[src/design/dtlm_pkg.sv]
`timescale 1ns / 1ps
`default_nettype none

package dtlm_pkg;

   localparam int RawWidth      = 21;
   localparam int GcrWidth      = 20;
   localparam int PeriodWidth   = 16;
   localparam int RpmWidth      = 16;
   localparam int PolesWidth    = 8;
   localparam int PairsWidth    = PolesWidth - 1;
   localparam int DivisorWidth  = PeriodWidth + PairsWidth;
   localparam int DividendWidth = 26;
   localparam int DivStages     = RpmWidth;

   localparam logic [PolesWidth-1:0]    PolesReset  = 8'd14;
   localparam logic [DividendWidth-1:0] DivDividend = 26'd60000000;
   // below this divisor the quotient no longer fits in 16 bits
   localparam logic [DivisorWidth-1:0]  SatLimit    =
      DivisorWidth'(DivDividend >> RpmWidth) + DivisorWidth'(1);

   typedef enum logic [1:0] {
      ERR_NONE = 2'd0,
      ERR_GCR  = 2'd1,
      ERR_CRC  = 2'd2
   } err_code_type;

   typedef struct packed {
      logic                   ok;
      err_code_type           err;
      logic [PeriodWidth-1:0] period;
   } dtlm_meta_type;

   // {bad, nibble}
   function automatic logic [4:0] gcr_decode(input logic [4:0] code);
      logic [4:0] res;
      case (code)
         5'd9:    res = {1'b0, 4'h9};
         5'd10:   res = {1'b0, 4'hA};
         5'd11:   res = {1'b0, 4'hB};
         5'd13:   res = {1'b0, 4'hD};
         5'd14:   res = {1'b0, 4'hE};
         5'd15:   res = {1'b0, 4'hF};
         5'd18:   res = {1'b0, 4'h2};
         5'd19:   res = {1'b0, 4'h3};
         5'd21:   res = {1'b0, 4'h5};
         5'd22:   res = {1'b0, 4'h6};
         5'd23:   res = {1'b0, 4'h7};
         5'd25:   res = {1'b0, 4'h0};
         5'd26:   res = {1'b0, 4'h8};
         5'd27:   res = {1'b0, 4'h1};
         5'd29:   res = {1'b0, 4'h4};
         5'd30:   res = {1'b0, 4'hC};
         default: res = {1'b1, 4'h0};
      endcase
      return res;
   endfunction

endpackage

`default_nettype wire

[src/design/dtlm_div.sv]
`timescale 1ns / 1ps
`default_nettype none

module dtlm_div (
   input  logic                               clock,
   input  logic                               reset,
   input  logic                               in_valid,
   output logic                               in_ready,
   input  logic [dtlm_pkg::DivisorWidth-1:0]  in_divisor,
   input  dtlm_pkg::dtlm_meta_type            in_meta,
   output logic                               out_valid,
   input  logic                               out_ready,
   output logic [dtlm_pkg::RpmWidth-1:0]      out_rpm,
   output dtlm_pkg::dtlm_meta_type            out_meta
);
   import dtlm_pkg::*;

   localparam int RemInitWidth = DividendWidth - DivStages;

   logic [DivStages:0]      valid_ff;
   logic [DivStages:0]      en;
   logic [DivisorWidth-1:0] divisor_ff [0:DivStages-1];
   logic [DivisorWidth-1:0] rem_ff     [0:DivStages-1];
   logic [RpmWidth-1:0]     quot_ff    [0:DivStages];
   logic                    sat_ff     [0:DivStages];
   logic                    zero_ff    [0:DivStages];
   dtlm_meta_type           meta_ff    [0:DivStages];

   // a stage moves when it is empty or its successor moves
   assign en[DivStages] = !valid_ff[DivStages] || out_ready;
   assign en[0]         = !valid_ff[0] || en[1];
   assign in_ready      = en[0];

   // setup stage: remainder starts with the dividend bits above the quotient
   always_ff @(posedge clock) begin
      if (reset) begin
         valid_ff[0] <= 1'b0;
      end else if (en[0]) begin
         valid_ff[0] <= in_valid;
      end
      if (en[0] && in_valid) begin
         divisor_ff[0] <= in_divisor;
         rem_ff[0]     <= {{(DivisorWidth-RemInitWidth){1'b0}},
                           DivDividend[DividendWidth-1:DivStages]};
         quot_ff[0]    <= '0;
         sat_ff[0]     <= (in_divisor < SatLimit);
         zero_ff[0]    <= (in_divisor == '0);
         meta_ff[0]    <= in_meta;
      end
   end

   for (genvar i = 1; i <= DivStages; i++) begin : g_step
      logic [DivisorWidth:0]   trial;
      logic                    ge;
      logic [RpmWidth-1:0]     quot_in;

      if (i < DivStages) begin : g_en
         assign en[i] = !valid_ff[i] || en[i+1];
      end

      assign trial   = {rem_ff[i-1], DivDividend[DivStages-i]};
      assign ge      = (trial >= {1'b0, divisor_ff[i-1]});
      assign quot_in = {quot_ff[i-1][RpmWidth-2:0], ge};

      always_ff @(posedge clock) begin
         if (reset) begin
            valid_ff[i] <= 1'b0;
         end else if (en[i]) begin
            valid_ff[i] <= valid_ff[i-1];
         end
         if (en[i] && valid_ff[i-1]) begin
            quot_ff[i] <= quot_in;
            sat_ff[i]  <= sat_ff[i-1];
            zero_ff[i] <= zero_ff[i-1];
            meta_ff[i] <= meta_ff[i-1];
         end
      end

      if (i < DivStages) begin : g_rem
         logic [DivisorWidth:0]   diff;
         logic [DivisorWidth-1:0] rem_in;
         assign diff   = trial - {1'b0, divisor_ff[i-1]};
         assign rem_in = ge ? diff[DivisorWidth-1:0] : trial[DivisorWidth-1:0];
         always_ff @(posedge clock) begin
            if (en[i] && valid_ff[i-1]) begin
               rem_ff[i]     <= rem_in;
               divisor_ff[i] <= divisor_ff[i-1];
            end
         end
      end
   end

   assign out_valid = valid_ff[DivStages];
   assign out_meta  = meta_ff[DivStages];
   assign out_rpm   = zero_ff[DivStages] ? '0 :
                      sat_ff[DivStages]  ? '1 : quot_ff[DivStages];

endmodule

`default_nettype wire

[src/design/dshot_erpm_telemetry_decoder_core.sv]
`timescale 1ns / 1ps
`default_nettype none

// channel  | ports                                    | dir
// ---------+------------------------------------------+-----
// request  | req_valid, req_ready, req_raw_bits       | in
// response | rsp_valid, rsp_ready, rsp_valid_res,     | out
//          | rsp_error_code, rsp_period_us, rsp_rpm   |
// csr      | csr_wr_en, csr_wr_data (motor_poles)     | in
//
// One beat per cycle in, one per cycle out, while rsp_ready stays high.
// Stages: GCR/CRC decode, period x pole pairs, divider setup, then
// 16 restoring-division stages, one quotient bit each (last is the output).
// Each stage holds only when full and its successor holds, so bubbles fill.
// Synchronous reset empties the pipe and sets motor_poles to 14.

module dshot_erpm_telemetry_decoder_core (
   input  logic                              clock,
   input  logic                              reset,
   input  logic                              req_valid,
   output logic                              req_ready,
   input  logic [dtlm_pkg::RawWidth-1:0]     req_raw_bits,
   output logic                              rsp_valid,
   input  logic                              rsp_ready,
   output logic                              rsp_valid_res,
   output logic [1:0]                        rsp_error_code,
   output logic [dtlm_pkg::PeriodWidth-1:0]  rsp_period_us,
   output logic [dtlm_pkg::RpmWidth-1:0]     rsp_rpm,
   input  logic                              csr_wr_en,
   input  logic [dtlm_pkg::PolesWidth-1:0]   csr_wr_data
);
   import dtlm_pkg::*;

   logic [PolesWidth-1:0]   poles_ff;
   logic [PairsWidth-1:0]   pairs;

   logic [GcrWidth-1:0]     gcr;
   logic [4:0]              dec3, dec2, dec1, dec0;
   logic                    gcr_bad;
   logic [15:0]             word;
   logic [11:0]             val;
   logic                    crc_ok;
   logic [PeriodWidth-1:0]  period;
   dtlm_meta_type           a_meta_in;

   logic                    a_en, b_en;
   logic                    a_valid_ff, b_valid_ff;
   dtlm_meta_type           a_meta_ff, b_meta_ff;
   logic [DivisorWidth-1:0] b_divisor_in, b_divisor_ff;

   logic                    div_ready;
   dtlm_meta_type           out_meta;

   always_ff @(posedge clock) begin
      if (reset) begin
         poles_ff <= PolesReset;
      end else if (csr_wr_en) begin
         poles_ff <= csr_wr_data;
      end
   end

   assign pairs = (poles_ff < PolesWidth'(2)) ? PairsWidth'(1) : poles_ff[PolesWidth-1:1];

   // NRZI: each bit is a transition flag against its predecessor
   assign gcr  = req_raw_bits[GcrWidth-1:0] ^ req_raw_bits[RawWidth-1:1];
   assign dec3 = gcr_decode(gcr[19:15]);
   assign dec2 = gcr_decode(gcr[14:10]);
   assign dec1 = gcr_decode(gcr[9:5]);
   assign dec0 = gcr_decode(gcr[4:0]);
   assign gcr_bad = dec3[4] | dec2[4] | dec1[4] | dec0[4];
   assign word    = {dec3[3:0], dec2[3:0], dec1[3:0], dec0[3:0]};
   assign val     = word[15:4];
   assign crc_ok  = ((val[11:8] ^ val[7:4] ^ val[3:0]) == word[3:0]);
   assign period  = {{(PeriodWidth-9){1'b0}}, val[8:0]} << val[11:9];

   always_comb begin
      a_meta_in.ok     = 1'b0;
      a_meta_in.err    = ERR_NONE;
      a_meta_in.period = '0;
      if (gcr_bad) begin
         a_meta_in.err = ERR_GCR;
      end else if (!crc_ok) begin
         a_meta_in.err = ERR_CRC;
      end else begin
         a_meta_in.ok     = 1'b1;
         a_meta_in.period = period;
      end
   end

   assign a_en      = !a_valid_ff || b_en;
   assign b_en      = !b_valid_ff || div_ready;
   assign req_ready = a_en;

   always_ff @(posedge clock) begin
      if (reset) begin
         a_valid_ff <= 1'b0;
      end else if (a_en) begin
         a_valid_ff <= req_valid;
      end
      if (a_en && req_valid) begin
         a_meta_ff <= a_meta_in;
      end
   end

   // error beats carry period 0, so the divisor is 0 and rpm comes out 0
   assign b_divisor_in = DivisorWidth'(a_meta_ff.period * pairs);

   always_ff @(posedge clock) begin
      if (reset) begin
         b_valid_ff <= 1'b0;
      end else if (b_en) begin
         b_valid_ff <= a_valid_ff;
      end
      if (b_en && a_valid_ff) begin
         b_meta_ff    <= a_meta_ff;
         b_divisor_ff <= b_divisor_in;
      end
   end

   dtlm_div u_div (
      .clock      (clock),
      .reset      (reset),
      .in_valid   (b_valid_ff),
      .in_ready   (div_ready),
      .in_divisor (b_divisor_ff),
      .in_meta    (b_meta_ff),
      .out_valid  (rsp_valid),
      .out_ready  (rsp_ready),
      .out_rpm    (rsp_rpm),
      .out_meta   (out_meta)
   );

   assign rsp_valid_res  = out_meta.ok;
   assign rsp_error_code = out_meta.err;
   assign rsp_period_us  = out_meta.period;

endmodule

`default_nettype wire

[config.mk]
export PLATFORM = sky130hd
export DESIGN_NAME = dshot_erpm_telemetry_decoder_core
export DESIGN_NICKNAME = d
export VERILOG_FILES = /design/src/design/dtlm_pkg.sv /design/src/design/dtlm_div.sv /design/src/design/dshot_erpm_telemetry_decoder_core.sv
export SDC_FILE = /design/constraint.sdc
export NUM_CORES = 2
export LEC_CHECK = 0
export BUFFER_PORTS_ARGS = -buffer_cell sky130_fd_sc_hd__buf_2
export CORE_UTILIZATION = 58
export CTS_BUF_LIST = sky130_fd_sc_hd__clkbuf_16
export CTS_CLUSTER_DIAMETER = 100
export CTS_CLUSTER_SIZE = 30
export DETAILED_ROUTE_END_ITERATION = 10
export GPL_ROUTABILITY_DRIVEN = 0
export PLACE_DENSITY_LB_ADDON = 0.2
export SKIP_CTS_REPAIR_TIMING = 1
export SLEW_MARGIN = 20
export SYNTH_ARGS = -nofsm -noshare
export SYNTH_HDL_FRONTEND = slang
export SYNTH_SLANG_ARGS = --single-unit
[constraint.sdc]
create_clock -name clock -period 8 [get_ports clock]
set_clock_uncertainty 0.1 [all_clocks]
set_input_delay 0.8 -clock clock [delete_from_list [all_inputs] [get_ports clock]]
set_output_delay 0.8 -clock clock [all_outputs]
set_load 0.01 [all_outputs]
==> impl_metrics.tcl <==
set metrics [dict create \
    r2r_start "poles_ff[7]$_SDFFE_PP0P_" \
    synth_compound_area_share_pct 10.0 \
    hold_class "input port to register" \
    dr.pass1.iters 6 \
    post_drt_wl_per_cell_um 17.5 \
    irDropWorstVdd_uv 214 \
    drv_cap 0 \
    cts_buffer_depth 3 \
    avgSynthCellArea_sq_um 12.9 \
    ys_ff_latch 1293 \
    die-area_sq_mm 0.113 \
    wl_mm 115 \
    drc 0 \
    stdcell_area_sq_mm 0.0684 \
    path_class "register to register" \
    cp_slowest_cell "dfxtp_1" \
    fin_hold_ws_ns 0.217 \
    worstPathMaxFanout 18 \
    synth_commonest_cells "edfxtp_1, inv_1, ha_1" \
    slew_viol_final 0 \
    grt_pass1_vias 37000 \
    cp.required_ns 8.33 \
    port_buffers 69 \
    synth_edf_count 1267 \
    dpl.hpwl_mm 87.3 \
    ys_warn_count 0 \
    viasPerCell 5.64 \
    final_net_count 5588 \
    die_width_um 336 \
    num_rows 122 \
    synth_top_cell_by_area "edfxtp_1" \
    leakage_uw 0.0258 \
    min-delay-start "csr_wr_data[1]" \
    worst_pin_slew_ns 1.07 \
    synth_top_family_by_area "adder cells" \
    grt_max_degree 77 \
    track_usage_pct 20.6 \
    worstSetupEndpointType "register" \
    path_buf_inv 3 \
    max_freq_ghz 0.177 \
    cts.sinks 1293 \
    rsz0062_at_grt "no" \
    die_h_um 336 \
    cp_common_cell "fa_1" \
    seq_area_frac_synth_pct 59.7 \
    synthCells 5007 \
    cts_root_buf "clkbuf_16" \
    antenna_found_initial 0 \
    path_cells "nand2_1 > fa_1 > fa_1 > inv_1 > fa_1 > inv_1 > fa_1 > inv_1 > ha_1 > or3_1 > a221o_1 > a2111oi_0 > nor3_1 > nand4_1 > nand4b_1 > a21oi_1 > xnor2_1" \
    ant_nets 0 \
    startpoint_type "register" \
    fin_setup_tns_ns 0 \
    timing.final.crit_share_pct 70.4 \
    drive_gt1_share_pct 8.30 \
    drt_iter0_drc 2220 \
    synth-adder-area-share_pct 10.2 \
    synth.distinct_cells 92 \
    cts_inserted_buffers 51 \
    critPathLaunch "poles_ff[7]$_SDFFE_PP0P_" \
    cts-htree-levels 2 \
    slew_headroom_pct 28.3 \
    synth_area_leaders "edfxtp_1, ha_1, mux2_2" \
    status "finished clean" \
    power.density_mw_per_mm2 171 \
    yosys.cell_count.top_type "edfxtp_1" \
    post_dp_cell_area_sq_mm 0.0668 \
    fin_crit_ns 5.63 \
    synth-main-ff-cell "edfxtp_1" \
    syn_area_sq_mm 0.0646 \
    clk_latency_ns 0.69 \
    final.fill_count 8504 \
    n_antenna_cell 0 \
    setup_viol_count_final 0 \
    synth-simple-area-share_pct 8.62 \
    num_vias 37200 \
    grt_pass1_wl_mm 187 \
    gr-total-overflow 0 \
    cts_tree "built" \
    syn-num-nets 5519 \
    power_uw 11700 \
    area_delta_synth_final_pct 5.88 \
    worstPathArrival_ns 5.97 \
    cpPeakStageDelay_ns 0.70 \
    path_clk_slew_ns 0.11 \
    yosysTopAreaCellShare_pct 58.9 \
    synthArstFlopShare_pct 0 \
    synthMuxAreaShare_pct 3.71 \
    pin_count 71 \
    synth_xor_area_share_pct 4.09 \
    hold_violations 0 \
    initial_core_util_pct 58.4 \
    crit_family "adder cells" \
    core_area_sq_mm 0.111 \
]
## area by class of cell
cell class / instances / area [sq um] / area share (%)
clock buffer: 51 / 1280 / 1.87
clock inverter: 35 / 239 / 0.350
timing repair buffer: 100 / 578 / 0.846
inverter: 516 / 1940 / 2.83
tap: 1488 / 1860 / 2.72
multi-input combinational: 3114 / 23900 / 35.0
sequential: 1293 / 38600 / 56.4
## report_power, final
part | switching [uW] | internal, uW
sequential | 89.4 | 7470
combinational | 537 | 424
clock | 1960 | 1210
total | 2590 | 9110
## registers in the layout (all words and copies together) (netlist names)
| register | cells |
|---|---|
| b_divisor_ff | 23 |
| u_div.sat_ff | 17 |
| b_meta_ff | 19 |
| a_valid_ff | 1 |
| u_div.quot_ff | 136 |
| u_div.out_valid | 1 |
| a_meta_ff | 19 |
| poles_ff | 7 |
| u_div.divisor_ff | 368 |
| u_div.zero_ff | 17 |
| u_div.valid_ff | 16 |
| u_div.rem_ff | 345 |
| u_div.meta_ff | 323 |
| b_valid_ff | 1 |
## placed cells by master, fill, tap and decap left out, types with 69 or more instances in the layout
| cell | synthesis | routed |
|---|---|---|
| o21a_1 | 79 | 79 |
| xor2_1 | 103 | 103 |
| xnor2_1 | 194 | 194 |
| a21o_1 | 118 | 117 |
| a21oi_1 | 293 | 290 |
| ha_1 | 395 | 395 |
| inv_1 | 514 | 535 |
| nor2_1 | 320 | 320 |
| nand2_1 | 244 | 242 |
| edfxtp_1 | 1267 | 1267 |
| and2_1 | 108 | 106 |
| fa_1 | 83 | 83 |
| o21ai_0 | 230 | 230 |
| mux2_2 | 186 | 186 |
| buf_2 | 27 | 69 |
## cell families (layout without fill, tap and decap cells)
| group | Yosys count | in the layout |
|---|---|---|
| simple gates | 1106 | 1106 |
| mux | 216 | 216 |
| fa+ha+maj | 478 | 478 |
| flops | 1293 | 1293 |
| buf+inv | 600 | 702 |
| xor+xnor | 299 | 299 |
| compound gates | 1015 | 1015 |
## worst reg2reg max path: stages (launching register included)
cell and delay (ns):
dfxtp_1 0.70, nand2_1 0.16, fa_1 0.54, fa_1 0.55, inv_1 0.06, fa_1 0.53, inv_1 0.07, fa_1 0.53
inv_1 0.04, ha_1 0.23, or3_1 0.34, a221o_1 0.33, a2111oi_0 0.46, nor3_1 0.19, nand4_1 0.14, nand4b_1 0.12
a21oi_1 0.19, xnor2_1 0.08
## through the flow
| step | setup WS (ns) | utilization (%) | std cells |
|---|---|---|---|
| after floorplan | 0.145 | - | 5007 |
| after global placement | 2.47 | 60.5 | 6511 |
| after detailed placement | 2.43 | 60.5 | 6511 |
| after CTS | 2.35 | 61.8 | 6597 |
| after global routing | 2.06 | 61.9 | 6597 |
| final | 2.37 | 61.9 | 6597 |
## layer usage
metal	global-route usage [%]	share of wire (%)	vias up
met5	0	0	-
met2	38.6	53	586
met3	1.89	2.8	191
met4	7.71	3.6	0
li1	-	-	18400
met1	24.4	41	18000
## path summary, 6_finish.rpt
path / slack (ns) / cells after the start / to
max reg2reg: 2.37 / 17 / b_divisor_ff[21]$_DFFE_PP_
min: 0.22 / 2 / poles_ff[1]$_SDFFE_PP1P_
min reg2reg: 0.32 / 0 / u_div.quot_ff[0][135]$_DFFE_PP_
max: 2.37 / 17 / b_divisor_ff[21]$_DFFE_PP_
Power figures use the tool's default switching activity.
